### config.mk
export PLATFORM = sky130hd
export DESIGN_NAME = integer_calculator_alu
export DESIGN_NICKNAME = d
export VERILOG_FILES = /design/src/design/ica_pkg.sv /design/src/design/integer_calculator_alu.sv /design/src/design/ica_mul.sv /design/src/design/ica_dpath.sv /design/src/design/ica_ctrl.sv
export SDC_FILE = /design/constraint.sdc
export NUM_CORES = 1
export LEC_CHECK = 0
export BUFFER_PORTS_ARGS = -buffer_cell sky130_fd_sc_hd__buf_2
export CAP_MARGIN = 15
export CORE_UTILIZATION = 32
export DETAILED_ROUTE_END_ITERATION = 16
export MAX_ROUTING_LAYER = met4
export SYNTH_ARGS = -nofsm -noshare
export SYNTH_HDL_FRONTEND = slang
export SYNTH_SLANG_ARGS = --single-unit
### constraint.sdc
create_clock -name i_clk -period 15.6 [get_ports i_clk]
set_input_delay 0.78 -clock i_clk [delete_from_list [all_inputs] [get_ports i_clk]]
set_output_delay 0.78 -clock i_clk [all_outputs]
set_load 0.01 [all_outputs]
### src/design/ica_pkg.sv
// Shared package for the integer calculator ALU.
// Holds the operation and status codes, and the command and status structs
// that pass between the controller and the datapath. Depends on nothing.
`timescale 1ns / 1ps
`default_nettype none

package ica_pkg;

    localparam int DEFAULT_WIDTH = 32;

    localparam int KIND_W = 3;
    localparam int STAT_W = 2;
    localparam int FIELD_W = 32;

    localparam logic [KIND_W-1:0] KIND_ADD  = 3'd0;
    localparam logic [KIND_W-1:0] KIND_SUB  = 3'd1;
    localparam logic [KIND_W-1:0] KIND_MUL  = 3'd2;
    localparam logic [KIND_W-1:0] KIND_DIV  = 3'd3;
    localparam logic [KIND_W-1:0] KIND_POW  = 3'd4;
    localparam logic [KIND_W-1:0] KIND_FACT = 3'd5;

    localparam logic [STAT_W-1:0] STAT_OK   = 2'd0;
    localparam logic [STAT_W-1:0] STAT_DIV0 = 2'd1;
    localparam logic [STAT_W-1:0] STAT_NEG  = 2'd2;

    typedef enum logic [3:0] {
        DP_NONE      = 4'd0,
        DP_ADD       = 4'd1,
        DP_SUB       = 4'd2,
        DP_ZERO      = 4'd3,
        DP_ERR_DIV0  = 4'd4,
        DP_ERR_NEG   = 4'd5,
        DP_DIV_INIT  = 4'd6,
        DP_DIV_STEP  = 4'd7,
        DP_DIV_FIX   = 4'd8,
        DP_POW_INIT  = 4'd9,
        DP_FACT_INIT = 4'd10,
        DP_MUL_ACC   = 4'd11,
        DP_POW_SQ    = 4'd12,
        DP_FACT_NEXT = 4'd13
    } t_dp_op;

    typedef enum logic [1:0] {
        MS_AB      = 2'd0,
        MS_ACC_SQ  = 2'd1,
        MS_SQ_SQ   = 2'd2,
        MS_ACC_CNT = 2'd3
    } t_mul_src;

    typedef struct packed {
        logic     load;
        t_dp_op   op;
        logic     mul_start;
        t_mul_src mul_src;
        logic     out_load;
    } t_cmd;

    typedef struct packed {
        logic opa_neg;
        logic opb_neg;
        logic opb_zero;
        logic cnt_zero;
        logic cnt_lsb;
        logic fact_end;
        logic mul_done;
    } t_sts;

endpackage

`default_nettype wire

### src/design/integer_calculator_alu.sv
// Integer calculator ALU top level: add, subtract, multiply, divide, power, factorial.
// Add and subtract are computed in the setup state. Multiply takes one multiplier bit per cycle,
// finishing early once the remaining bits are zero; divide takes one quotient bit per cycle;
// power and factorial run one serial multiply per multiplication: one squaring per exponent
// bit plus one more for each set bit, or one per factorial term until the term passes the operand.
// One request at a time; synchronous active-low reset clears only the state, valid and multiplier busy flags.
`timescale 1ns / 1ps
`default_nettype none

module integer_calculator_alu #(
    parameter int WIDTH = ica_pkg::DEFAULT_WIDTH
) (
    input  wire logic                               i_clk,
    input  wire logic                               i_rst_n,
    input  wire logic                               i_valid,
    output logic                                    o_ready,
    input  wire logic [ica_pkg::KIND_W-1:0]         i_kind,
    input  wire logic signed [ica_pkg::FIELD_W-1:0] i_operand_a,
    input  wire logic signed [ica_pkg::FIELD_W-1:0] i_operand_b,
    output logic                                    o_valid,
    input  wire logic                               i_ready,
    output logic signed [ica_pkg::FIELD_W-1:0]      o_result,
    output logic signed [ica_pkg::FIELD_W-1:0]      o_remainder_out,
    output logic [ica_pkg::STAT_W-1:0]              o_status
);

    import ica_pkg::*;

    t_cmd              cmd;
    t_sts              sts;
    logic [WIDTH-1:0]  opa_w;
    logic [WIDTH-1:0]  opb_w;
    logic [WIDTH-1:0]  res_w;
    logic [WIDTH-1:0]  rem_w;

    assign opa_w = WIDTH'(i_operand_a);
    assign opb_w = WIDTH'(i_operand_b);

    ica_ctrl u_ctrl (
        .i_clk  (i_clk),
        .i_rst_n(i_rst_n),
        .i_valid(i_valid),
        .o_ready(o_ready),
        .i_kind (i_kind),
        .o_valid(o_valid),
        .i_ready(i_ready),
        .i_sts  (sts),
        .o_cmd  (cmd)
    );

    ica_dpath #(
        .WIDTH(WIDTH)
    ) u_dpath (
        .i_clk  (i_clk),
        .i_rst_n(i_rst_n),
        .i_cmd  (cmd),
        .i_opa  (opa_w),
        .i_opb  (opb_w),
        .o_sts  (sts),
        .o_res  (res_w),
        .o_rem  (rem_w),
        .o_stat (o_status)
    );

    assign o_result        = FIELD_W'(signed'(res_w));
    assign o_remainder_out = FIELD_W'(signed'(rem_w));

endmodule

`default_nettype wire

### src/design/ica_mul.sv
// Shift-and-add multiplier that keeps the low WIDTH bits of the product.
// One multiplier bit per cycle, finishing early once the remaining bits are zero.
// Depends on nothing outside this file.
`timescale 1ns / 1ps
`default_nettype none

module ica_mul #(
    parameter int WIDTH = 32
) (
    input  wire logic             i_clk,
    input  wire logic             i_rst_n,
    input  wire logic             i_start,
    input  wire logic [WIDTH-1:0] i_x,
    input  wire logic [WIDTH-1:0] i_y,
    output logic                  o_done,
    output logic [WIDTH-1:0]      o_prod
);

    logic             r_busy, n_busy;
    logic [WIDTH-1:0] r_x, n_x;
    logic [WIDTH-1:0] r_y, n_y;
    logic [WIDTH-1:0] r_p, n_p;

    assign o_done = r_busy && (r_y == '0);
    assign o_prod = r_p;

    always_comb begin
        n_busy = r_busy;
        n_x    = r_x;
        n_y    = r_y;
        n_p    = r_p;
        if (i_start) begin
            n_busy = 1'b1;
            n_x    = i_x;
            n_y    = i_y;
            n_p    = '0;
        end else if (r_busy) begin
            if (r_y == '0) begin
                n_busy = 1'b0;
            end else begin
                if (r_y[0]) begin
                    n_p = r_p + r_x;
                end
                n_x = {r_x[WIDTH-2:0], 1'b0};
                n_y = {1'b0, r_y[WIDTH-1:1]};
            end
        end
    end

    always_ff @(posedge i_clk) begin
        if (!i_rst_n) begin
            r_busy <= 1'b0;
        end else begin
            r_busy <= n_busy;
        end
    end

    always_ff @(posedge i_clk) begin
        r_x <= n_x;
        r_y <= n_y;
        r_p <= n_p;
    end

endmodule

`default_nettype wire

### src/design/ica_dpath.sv
// Datapath of the integer calculator ALU: operand, work and output registers,
// the restoring divider step and the shared serial multiplier.
// Depends on ica_pkg and ica_mul.
`timescale 1ns / 1ps
`default_nettype none

module ica_dpath #(
    parameter int WIDTH = 32
) (
    input  wire logic                       i_clk,
    input  wire logic                       i_rst_n,
    input  wire ica_pkg::t_cmd              i_cmd,
    input  wire logic [WIDTH-1:0]           i_opa,
    input  wire logic [WIDTH-1:0]           i_opb,
    output ica_pkg::t_sts                   o_sts,
    output logic [WIDTH-1:0]                o_res,
    output logic [WIDTH-1:0]                o_rem,
    output logic [ica_pkg::STAT_W-1:0]      o_stat
);

    import ica_pkg::*;

    logic [WIDTH-1:0]  r_opa, n_opa;
    logic [WIDTH-1:0]  r_opb, n_opb;
    logic [WIDTH-1:0]  r_acc, n_acc;
    logic [WIDTH-1:0]  r_sq, n_sq;
    logic [WIDTH-1:0]  r_cnt, n_cnt;
    logic [WIDTH-1:0]  r_rem, n_rem;
    logic [STAT_W-1:0] r_stat, n_stat;
    logic [WIDTH-1:0]  r_out_res;
    logic [WIDTH-1:0]  r_out_rem;
    logic [STAT_W-1:0] r_out_stat;

    logic             opa_neg;
    logic             opb_neg;
    logic [WIDTH-1:0] opa_mag;
    logic [WIDTH-1:0] opb_mag;
    logic [WIDTH-1:0] trial;
    logic [WIDTH-1:0] mul_x;
    logic [WIDTH-1:0] mul_y;
    logic             mul_done;
    logic [WIDTH-1:0] mul_prod;

    assign opa_neg = r_opa[WIDTH-1];
    assign opb_neg = r_opb[WIDTH-1];
    assign opa_mag = opa_neg ? (~r_opa + WIDTH'(1)) : r_opa;
    assign opb_mag = opb_neg ? (~r_opb + WIDTH'(1)) : r_opb;
    assign trial   = {r_rem[WIDTH-2:0], r_acc[WIDTH-1]};

    always_comb begin
        case (i_cmd.mul_src)
            MS_AB: begin
                mul_x = r_opa;
                mul_y = r_opb;
            end
            MS_ACC_SQ: begin
                mul_x = r_acc;
                mul_y = r_sq;
            end
            MS_SQ_SQ: begin
                mul_x = r_sq;
                mul_y = r_sq;
            end
            default: begin
                mul_x = r_acc;
                mul_y = r_cnt;
            end
        endcase
    end

    ica_mul #(
        .WIDTH(WIDTH)
    ) u_mul (
        .i_clk  (i_clk),
        .i_rst_n(i_rst_n),
        .i_start(i_cmd.mul_start),
        .i_x    (mul_x),
        .i_y    (mul_y),
        .o_done (mul_done),
        .o_prod (mul_prod)
    );

    always_comb begin
        n_opa  = r_opa;
        n_opb  = r_opb;
        n_acc  = r_acc;
        n_sq   = r_sq;
        n_cnt  = r_cnt;
        n_rem  = r_rem;
        n_stat = r_stat;
        if (i_cmd.load) begin
            n_opa  = i_opa;
            n_opb  = i_opb;
            n_rem  = '0;
            n_stat = STAT_OK;
        end
        unique case (i_cmd.op)
            DP_NONE: begin
            end
            DP_ADD: begin
                n_acc = r_opa + r_opb;
            end
            DP_SUB: begin
                n_acc = r_opa - r_opb;
            end
            DP_ZERO: begin
                n_acc = '0;
            end
            DP_ERR_DIV0: begin
                n_acc  = '0;
                n_stat = STAT_DIV0;
            end
            DP_ERR_NEG: begin
                n_acc  = '0;
                n_stat = STAT_NEG;
            end
            DP_DIV_INIT: begin
                n_acc = opa_mag;
                n_sq  = opb_mag;
                n_rem = '0;
                n_cnt = WIDTH'(WIDTH - 1);
            end
            DP_DIV_STEP: begin
                if (trial >= r_sq) begin
                    n_rem = trial - r_sq;
                    n_acc = {r_acc[WIDTH-2:0], 1'b1};
                end else begin
                    n_rem = trial;
                    n_acc = {r_acc[WIDTH-2:0], 1'b0};
                end
                n_cnt = r_cnt - WIDTH'(1);
            end
            DP_DIV_FIX: begin
                n_acc = (opa_neg ^ opb_neg) ? (~r_acc + WIDTH'(1)) : r_acc;
                n_rem = opa_neg ? (~r_rem + WIDTH'(1)) : r_rem;
            end
            DP_POW_INIT: begin
                n_acc = WIDTH'(1);
                n_sq  = r_opa;
                n_cnt = r_opb;
            end
            DP_FACT_INIT: begin
                n_acc = WIDTH'(1);
                n_sq  = r_opa;
                n_cnt = WIDTH'(1);
            end
            DP_MUL_ACC: begin
                n_acc = mul_prod;
            end
            DP_POW_SQ: begin
                n_sq  = mul_prod;
                n_cnt = {1'b0, r_cnt[WIDTH-1:1]};
            end
            DP_FACT_NEXT: begin
                n_acc = mul_prod;
                n_cnt = r_cnt + WIDTH'(1);
            end
            default: begin
            end
        endcase
    end

    always_ff @(posedge i_clk) begin
        r_opa  <= n_opa;
        r_opb  <= n_opb;
        r_acc  <= n_acc;
        r_sq   <= n_sq;
        r_cnt  <= n_cnt;
        r_rem  <= n_rem;
        r_stat <= n_stat;
        if (i_cmd.out_load) begin
            r_out_res  <= r_acc;
            r_out_rem  <= r_rem;
            r_out_stat <= r_stat;
        end
    end

    assign o_sts.opa_neg  = opa_neg;
    assign o_sts.opb_neg  = opb_neg;
    assign o_sts.opb_zero = (r_opb == '0);
    assign o_sts.cnt_zero = (r_cnt == '0);
    assign o_sts.cnt_lsb  = r_cnt[0];
    assign o_sts.fact_end = (r_cnt > r_sq) || (r_acc == '0);
    assign o_sts.mul_done = mul_done;

    assign o_res  = r_out_res;
    assign o_rem  = r_out_rem;
    assign o_stat = r_out_stat;

endmodule

`default_nettype wire

### src/design/ica_ctrl.sv
// Controller of the integer calculator ALU: request handshake, operation
// sequencing and the output valid flag. Drives the datapath by command struct.
// Depends on ica_pkg.
`timescale 1ns / 1ps
`default_nettype none

module ica_ctrl (
    input  wire logic                       i_clk,
    input  wire logic                       i_rst_n,
    input  wire logic                       i_valid,
    output logic                            o_ready,
    input  wire logic [ica_pkg::KIND_W-1:0] i_kind,
    output logic                            o_valid,
    input  wire logic                       i_ready,
    input  wire ica_pkg::t_sts              i_sts,
    output ica_pkg::t_cmd                   o_cmd
);

    import ica_pkg::*;

    typedef enum logic [10:0] {
        S_IDLE     = 11'b000_0000_0001,
        S_SETUP    = 11'b000_0000_0010,
        S_MUL      = 11'b000_0000_0100,
        S_DIV      = 11'b000_0000_1000,
        S_DIV_FIX  = 11'b000_0001_0000,
        S_POW_CHK  = 11'b000_0010_0000,
        S_POW_MUL  = 11'b000_0100_0000,
        S_POW_SQ   = 11'b000_1000_0000,
        S_FACT_CHK = 11'b001_0000_0000,
        S_FACT_MUL = 11'b010_0000_0000,
        S_DONE     = 11'b100_0000_0000
    } t_state;

    t_state            r_state, n_state;
    logic [KIND_W-1:0] r_kind, n_kind;
    logic              r_out_valid, n_out_valid;
    logic              accept;

    assign o_ready = (r_state == S_IDLE);
    assign o_valid = r_out_valid;
    assign accept  = i_valid && o_ready;

    always_comb begin
        n_state     = r_state;
        n_kind      = r_kind;
        n_out_valid = r_out_valid;
        o_cmd.load      = 1'b0;
        o_cmd.op        = DP_NONE;
        o_cmd.mul_start = 1'b0;
        o_cmd.mul_src   = MS_AB;
        o_cmd.out_load  = 1'b0;

        if (r_out_valid && i_ready) begin
            n_out_valid = 1'b0;
        end

        unique case (r_state)
            S_IDLE: begin
                if (accept) begin
                    o_cmd.load = 1'b1;
                    n_kind     = i_kind;
                    n_state    = S_SETUP;
                end
            end
            S_SETUP: begin
                n_state = S_DONE;
                unique case (r_kind)
                    KIND_ADD: o_cmd.op = DP_ADD;
                    KIND_SUB: o_cmd.op = DP_SUB;
                    KIND_MUL: begin
                        o_cmd.mul_start = 1'b1;
                        o_cmd.mul_src   = MS_AB;
                        n_state         = S_MUL;
                    end
                    KIND_DIV: begin
                        if (i_sts.opb_zero) begin
                            o_cmd.op = DP_ERR_DIV0;
                        end else begin
                            o_cmd.op = DP_DIV_INIT;
                            n_state  = S_DIV;
                        end
                    end
                    KIND_POW: begin
                        if (i_sts.opb_neg) begin
                            o_cmd.op = DP_ERR_NEG;
                        end else begin
                            o_cmd.op = DP_POW_INIT;
                            n_state  = S_POW_CHK;
                        end
                    end
                    KIND_FACT: begin
                        if (i_sts.opa_neg) begin
                            o_cmd.op = DP_ERR_NEG;
                        end else begin
                            o_cmd.op = DP_FACT_INIT;
                            n_state  = S_FACT_CHK;
                        end
                    end
                    default: o_cmd.op = DP_ZERO;
                endcase
            end
            S_MUL: begin
                if (i_sts.mul_done) begin
                    o_cmd.op = DP_MUL_ACC;
                    n_state  = S_DONE;
                end
            end
            S_DIV: begin
                o_cmd.op = DP_DIV_STEP;
                if (i_sts.cnt_zero) begin
                    n_state = S_DIV_FIX;
                end
            end
            S_DIV_FIX: begin
                o_cmd.op = DP_DIV_FIX;
                n_state  = S_DONE;
            end
            S_POW_CHK: begin
                if (i_sts.cnt_zero) begin
                    n_state = S_DONE;
                end else if (i_sts.cnt_lsb) begin
                    o_cmd.mul_start = 1'b1;
                    o_cmd.mul_src   = MS_ACC_SQ;
                    n_state         = S_POW_MUL;
                end else begin
                    o_cmd.mul_start = 1'b1;
                    o_cmd.mul_src   = MS_SQ_SQ;
                    n_state         = S_POW_SQ;
                end
            end
            S_POW_MUL: begin
                if (i_sts.mul_done) begin
                    o_cmd.op        = DP_MUL_ACC;
                    o_cmd.mul_start = 1'b1;
                    o_cmd.mul_src   = MS_SQ_SQ;
                    n_state         = S_POW_SQ;
                end
            end
            S_POW_SQ: begin
                if (i_sts.mul_done) begin
                    o_cmd.op = DP_POW_SQ;
                    n_state  = S_POW_CHK;
                end
            end
            S_FACT_CHK: begin
                if (i_sts.fact_end) begin
                    n_state = S_DONE;
                end else begin
                    o_cmd.mul_start = 1'b1;
                    o_cmd.mul_src   = MS_ACC_CNT;
                    n_state         = S_FACT_MUL;
                end
            end
            S_FACT_MUL: begin
                if (i_sts.mul_done) begin
                    o_cmd.op = DP_FACT_NEXT;
                    n_state  = S_FACT_CHK;
                end
            end
            S_DONE: begin
                if (!r_out_valid || i_ready) begin
                    o_cmd.out_load = 1'b1;
                    n_out_valid    = 1'b1;
                    n_state        = S_IDLE;
                end
            end
            default: n_state = S_IDLE;
        endcase
    end

    always_ff @(posedge i_clk) begin
        if (!i_rst_n) begin
            r_state     <= S_IDLE;
            r_out_valid <= 1'b0;
        end else begin
            r_state     <= n_state;
            r_out_valid <= n_out_valid;
        end
    end

    always_ff @(posedge i_clk) begin
        r_kind <= n_kind;
    end

    a_accept_to_setup: assert property (@(posedge i_clk) disable iff (!i_rst_n)
        accept |=> (r_state == S_SETUP))
        else $error("Accepted request did not move the controller to setup.");

    a_load_only_when_free: assert property (@(posedge i_clk) disable iff (!i_rst_n)
        o_cmd.out_load |-> ((r_state == S_DONE) && (!r_out_valid || i_ready)))
        else $error("Output register loaded while it still held an unread result.");

    a_load_sets_valid: assert property (@(posedge i_clk) disable iff (!i_rst_n)
        o_cmd.out_load |=> (r_out_valid && (r_state == S_IDLE)))
        else $error("Output load did not raise valid and return to idle.");

    a_div_ends_in_fix: assert property (@(posedge i_clk) disable iff (!i_rst_n)
        ((r_state == S_DIV) && i_sts.cnt_zero) |=> (r_state == S_DIV_FIX))
        else $error("Divider did not finish after its last step.");

endmodule

`default_nettype wire
# Yosys cells after proc, flatten, opt, wreduce, memory -nomap -nowiden
# Index checks and enable logic that the tools add are counted.
# Widths: inputs -> output; s select.
[op_classes] n_addsub=10 order_cmp=2 eq_ne=41 muxes=60 bitwise=6 reduce_logical=28
[op_table] cell="$mux 32" n=12
[op_table] cell="$pmux 32 s8" n=1
[op_table] cell="$pmux 32 s3" n=2
[op_table] cell="$pmux 32 s6" n=1
[op_table] cell="$add 32x1->32 const B" n=5
[op_table] cell="$mux 11" n=12
[op_table] cell="$logic_not 32->1" n=4
[op_table] cell="$not 32->32" n=4
[op_table] cell="$pmux 32 s2" n=2
[op_table] cell="$pmux 11 s11" n=1
[op_table] cell="$add 32x32->32" n=2
[op_table] cell="$sub 32x32->32" n=2
[op_table] cell="$pmux 11 s4" n=1
[op_table] cell="$ge 32x32->1" n=1
[op_table] cell="$gt 32x32->1" n=1
[op_table] cell="$sub 32x1->32 const B" n=1
[op_table] cell="$pmux 4 s7" n=1
[op_table] cell="$eq 4x4->1 const B" n=6
[op_table] cell="$pmux 4 s6" n=1
[op_table] cell="$mux 4" n=5
[op_table] cell="$eq 4x3->1 const B" n=4
[op_table] cell="$ne 2x1->1 const B" n=7
[op_table] cell="$pmux 3 s4" n=1
[op_table] cell="$eq 11x1->1 const B" n=1
[op_table] cell="other kinds (41)" n=69
[word_totals] regBits=372 out_inout_bits=68 wordCells=164

# Logic depth before layout (Yosys ltp)
[depth] word_depth=8 ltp_mapped=21

# Hierarchy
# Synthesis repeated with hierarchy kept, for this count alone.
[unflattened] cells_unflattened=2831 area_unflattened_um2=27007.2
[by_module_without_submodules] mod="ica_dpath" n_inst=1 cells_per_inst=2152 area_each_um2=20186.9 seq_area_each_um2=7807.5
[by_module_without_submodules] mod="ica_mul" n_inst=1 cells_per_inst=531 area_each_um2=5656.7 seq_area_each_um2=2582.5
[by_module_without_submodules] mod="ica_ctrl" n_inst=1 cells_per_inst=148 area_each_um2=1163.6 seq_area_each_um2=330.3

# Least setup slack after synthesis
# Ideal clock, no wire load.
[synth_path] kind="reg-to-reg" start="register u_dpath.r_opb[12]" end="register u_dpath.r_acc[30] (data pin)" t_arrival_ns=5.442 required_time_ns=15.328 slack_ns=9.886 path_stages_with_launch=21 path_buffers=3 cell_sequence="edfxtp_1 -> clkbuf_1 -> or4_1 -> nor4_1 -> a311oi_1 -> nor3_1 -> nand4b_1 -> clkbuf_1 -> clkbuf_1 -> nand2_1 -> xor2_1 -> ha_1 -> o21a_1 -> o31a_1 -> o2111a_1 -> nor4_1 -> nor3b_1 -> o21ai_0 -> o21ai_0 -> mux2i_1 -> or4_1"
[synth_between] elab_chain_len=7 elab_cells_between_ends=22 cone_classes="add/sub: 2; eq/ne: 12; mux: 4; reduce/logical: 4"
[synth_lines] item="start: declaration" line_no="ica_dpath.sv:24" source="logic [WIDTH-1:0] r_opb, n_opb;"
[synth_lines] item="start signal: assignment" line_no="ica_dpath.sv:165" source="r_opb <= n_opb;"
[synth_lines] item="$logic_not 32->1" line_no="ica_dpath.sv:180" source="assign o_sts.opb_zero = (r_opb == '0);"
[synth_lines] item="$mux 2" line_no="ica_ctrl.sv:77" source="if (i_sts.opb_zero) begin"
[synth_lines] item="$pmux 4 s6" line_no="ica_ctrl.sv:68" source="unique case (r_kind)"
[synth_lines] item="$pmux 4 s7" line_no="ica_ctrl.sv:58" source="unique case (r_state)"
[synth_lines] item="$eq 4x2->1 (tied with other cells)" line_no="ica_dpath.sv:97" source="unique case (i_cmd.op)"
[synth_lines] item="$reduce_or 3->1 (no line) / $reduce_or 2->1 (equally long branches)"
[synth_lines] item="$pmux 32 s8 (*)" line_no="ica_dpath.sv:97"
[synth_lines] item="via u_dpath.n_acc[30]" line_no="ica_dpath.sv:25" source="logic [WIDTH-1:0] r_acc, n_acc;"
[synth_lines] item="end signal: assignment" line_no="ica_dpath.sv:166" source="r_acc <= n_acc;"
[synth_lines] item="end: declaration" line_no="ica_dpath.sv:25"
# The timed path passes the listed nets; every way through them passes the cells marked *.
# A chain may end at the register's enable or synchronous reset.

# Worst setup path after layout
# Ends and elaborated chain as after synthesis.

==> results by group <==
Run status
  – Status: completed

Clocking
  – CTS max path bufs: 3
  – CTS tree: done
  – Post_cts resized: 0
  – Clock sinks: 372
  – Clock Pin Slew Worst Setup and Hold Paths: 60 ps
  – CTS buffer count: 48
  – Clk Latency, worst-skew pair: 630 ps
  – Setup bufs post-CTS: 0
  – CTS H-tree lvls: 2
  – CTS Root Cell: clkbuf_16
  – # hold bufs at CTS: 0

Critical path
  – Crit-path max FO: 12
  – Crit-path slowest cell: or4_1
  – Worst path cell trace: or4_1 -> nor4_1 -> a311oi_2 -> buf_4 -> nor3_1 -> nor3b_1 -> buf_4 -> nor2_1 -> xnor2_1 -> ha_1 -> nor2b_1 -> o31a_1 -> o2111a_1 -> nor4_1 -> nor3b_1 -> o21ai_0 -> o21ai_0 -> mux2i_1 -> or4_1
  – CP Class: register to register
  – Worst path bufs/invs: 2
  – WP data required: around 16000 ps
  – Worst Path Arrival: 6810 ps
  – WP depth: 19
  – Critical path endpoint category: register
  – CP peak stage delay: ~700 ps
  – Worst reg2reg path depth: 19
  – Worst setup SP type: register
  – Crit path max-delay family: simple AND/OR/NAND/NOR gates

Yosys
  – Area share of the largest cell type after synthesis: 0.373
  – Post-synthesis simple-gate area fraction: 0.156
  – Post-synth EDFFs: 327
  – Yosys warns: 0
  – Synthesized instance count: 2827
  – Ys flop type: edfxtp_1
  – Synth Area in Compound Gates: 0.229
  – Xor and xnor area share after synthesis: 0.0741
  – Adder-Cell Fraction of Synth Area: 0.0842
  – Distinct cell type count after synthesis: 75
  – Post-Syn Area: 26400 um2
  – Avg Inst Size Synth: 9.32 um2
  – Synth area leaders: edfxtp_1 37%, ha_1 8.1%, o21ai_0 4.7%
  – Largest family of logic cells by synthesized area: compound AO/OA/AOI/OAI gates
  – #FFs+latches synth: 372
  – Seq/Total Area, Yosys: 0.407
  – Post-synth ARST share: 0
  – Post-synthesis net count: around 3100
  – Multiplexer share of the synthesized area: 0.0163
  – Largest area contributor in the netlist: edfxtp_1

Placement
  – Inst Count DP: 3913
  – Detailed placement HPWL: 68.1 mm
  – Port-buffer cells: 138
  – Final weighted congestion in routability-driven placement: 0.964

Timing
  – Setup TNS: 0 ps
  – Peak Freq: 155 MHz
  – RSZ-0062 raised after global routing: no
  – Slew HR: 0.240
  – Final Setup Violations: 0
  – Final cycle utilization of the critical path: 0.415
  – Fin. max-slew vios: 0
  – Final hold violations: 0
  – Period minus WS final: 6470 ps
  – Clk_skew: 55.3 ps
  – Actual slew at the worst max-slew pin: 1130 ps

Global route
  – Total congestion overflow: 0
  – First-pass GRT wire length: roughly 140 mm
  – GRT Total Usage: 0.221
  – Largest net degree at the start of global routing: 70
  – Vias in the first global route: 21900
  – Initial antenna violation count: 6

Run
  – Max Cap Viol: 0

Floorplanning
  – Die Wd: a little under 300 um
  – Core box area: 80900 um2
  – Row count: 104
  – Die Height: 289 um
  – Die Area: 83500 um2
  – IO Pins: 139
  – Initial Util: 0.326

Pwr
  – Internal power: 2.12 mW
  – Pwr dens: 102 nW/um2
  – Net Sw Power: just over 0.9 mW
  – Tot Pwr: 3.04 mW
  – Maximum vdd drop: slightly above 0.09 mV
  – Comb power frac: 0.192
  – Sequential Power Share: 0.417
  – Clock power frac: 0.390
  – Static leakage: 11.5 nW
  – Switch share: 0.303

Drt
  – Final WL: approximately 90 mm
  – Wire per inst: 22.9 um
  – Drt drc: 0
  – Vias: 23400
  – Post-route ant nets: 0
  – 1st-pass router iterations: 6
  – Via/cell ratio: 5.84
  – Initial DRC count: ~2800

Worst hold path
  – Hold Crit Depth: 1
  – HP Class: input port to register

Cells and area
  – Multi-input gate area: 14900 um2
  – Share of layout cells above drive strength 1: 0.101
  – Final net count: 3150
  – Fill count: roughly 8200
  – Area grow syn2layout: 13.4%
  – Sequential cell area: around 11000 um2
  – Final std cells w/o fill: 4006
## power by group through the flow
stage | Sequential [mW] | Combinational [mW] | Clock (mW)
6_report | 1.27 | 0.586 | 1.19
5_1_grt | 1.28 | 0.647 | 1.25
4_1_cts | 1.27 | 0.579 | 1.21
3_5_place_dp | 1.29 | 0.574 | 0
3_3_place_gp | 1.29 | 0.573 | 0
2_1_floorplan | 1.23 | 0.452 | 0
## stage by stage
stage / instance area (um2) / hold slack (ps) / util / setup WS, ps
3_5_place_dp: 28200 / 409 / 0.348 / 9350
4_1_cts: 29900 / 290 / 0.369 / 9280
6_report: 29900 / 329 / 0.369 / 9130
5_1_grt: 29900 / 307 / 0.369 / 8780
2_1_floorplan: 26400 / 400 / - / 9890
3_3_place_gp: 28200 / 403 / 0.348 / 9370
## placed cells by master, fill, tap and decap left out, types with 15 or more instances in the layout
master and count:
edfxtp_1 327, nand2_1 253, o21ai_0 247, nor2_1 215, a21oi_1 208, ha_1 169
buf_2 138, xor2_1 124, a22oi_1 103, xnor2_1 99, inv_1 81, nand3_1 71
nor3_1 52, a21o_1 51, clkbuf_16 49, dfxtp_1 45, nor4_1 43, mux2i_1 43
nand4_1 39, a22o_1 37, buf_4 36, nand2b_1 29, a211oi_1 28, o31ai_1 25
o211ai_1 24, o22ai_1 24, and3_1 23, or3_1 22, nor2b_1 20, o21a_1 18
or4_1 17, clkinv_2 15
## area by class of cell
cell class / instances / area share
Clock buffer: 54 / 0.0417
Tap cell: 1060 / 0.0444
Multi-Input combinational cell: 2224 / 0.497
Timing Repair Buffer: 175 / 0.0328
Clock inverter: 35 / 0.0143
Inverter: 83 / 0.0104
Sequential cell: 372 / 0.359
Antenna cell: 3 / 0.000251
## cell usage after synthesis (14+ instances only)
library cell    n
nor2b_1        22
nand4_1        39
nor3_1         53
xor2_1        124
inv_1          82
ha_1          171
or4_1          17
o22ai_1        25
a222oi_1       14
mux2i_1        43
and3_1         23
nand2b_1       29
o21ai_0       248
or3_1          22
clkbuf_1      129
nand2_1       255
a211oi_1       28
nor2_1        220
edfxtp_1      327
nand3_1        71
a22o_1         37
buf_1          15
nor4_1         44
o211ai_1       24
a21oi_1       208
a21o_1         51
a22oi_1       103
a221oi_1       14
xnor2_1        99
dfxtp_1        45
o21a_1         18
o31ai_1        25
## metal layers
metal	part of all wire	routed length, um	global-route usage
met4	0.026	2400	0.0595
met1	0.45	41100	0.300
met2	0.45	40800	0.336
met5	0	0	-
met3	0.078	7170	0.0390
## path summary, 6_finish.rpt
check	startpoint	end	slack, ps
setup / recovery	u_dpath.r_opb[12]$_DFFE_PP_	u_dpath.r_acc[30]$_DFFE_PP_	9130
hold / removal	i_operand_a[9]	u_dpath.r_opa[9]$_DFFE_PP_	330
setup reg to reg	u_dpath.r_opb[12]$_DFFE_PP_	u_dpath.r_acc[30]$_DFFE_PP_	9130
hold reg to reg	u_dpath.r_stat[0]$_DFFE_PP_	u_dpath.o_stat[0]$_DFFE_PP_	420
## state kept, by name, indices dropped and copies added (netlist names)
| name | count |
|---|---|
| u_dpath.o_rem | 32 |
| u_dpath.o_res | 32 |
| u_dpath.r_acc | 32 |
| u_dpath.r_cnt | 32 |
| u_dpath.r_opa | 32 |
| u_dpath.r_opb | 32 |
| u_dpath.r_rem | 32 |
| u_dpath.r_sq | 32 |
| u_dpath.u_mul.o_prod | 32 |
| u_dpath.u_mul.r_x | 32 |
| u_dpath.u_mul.r_y | 32 |
| u_ctrl.r_state | 11 |
| u_ctrl.r_kind | 3 |
| u_dpath.o_stat | 2 |
| u_dpath.r_stat | 2 |
| u_ctrl.o_valid | 1 |
| u_dpath.u_mul.r_busy | 1 |
## logic make-up (layout without fill, tap and decap cells)
| logic type | count (synthesis) | after routing |
|---|---|---|
| compound gates | 928 | 928 |
| xor+xnor | 223 | 223 |
| fa+ha+maj | 175 | 175 |
| buf+inv | 231 | 347 |
| flops | 372 | 372 |
| mux | 43 | 43 |
| other cells | 0 | 3 |
| simple gates | 855 | 855 |
Note: power is estimated with default switching activity, not from simulation.
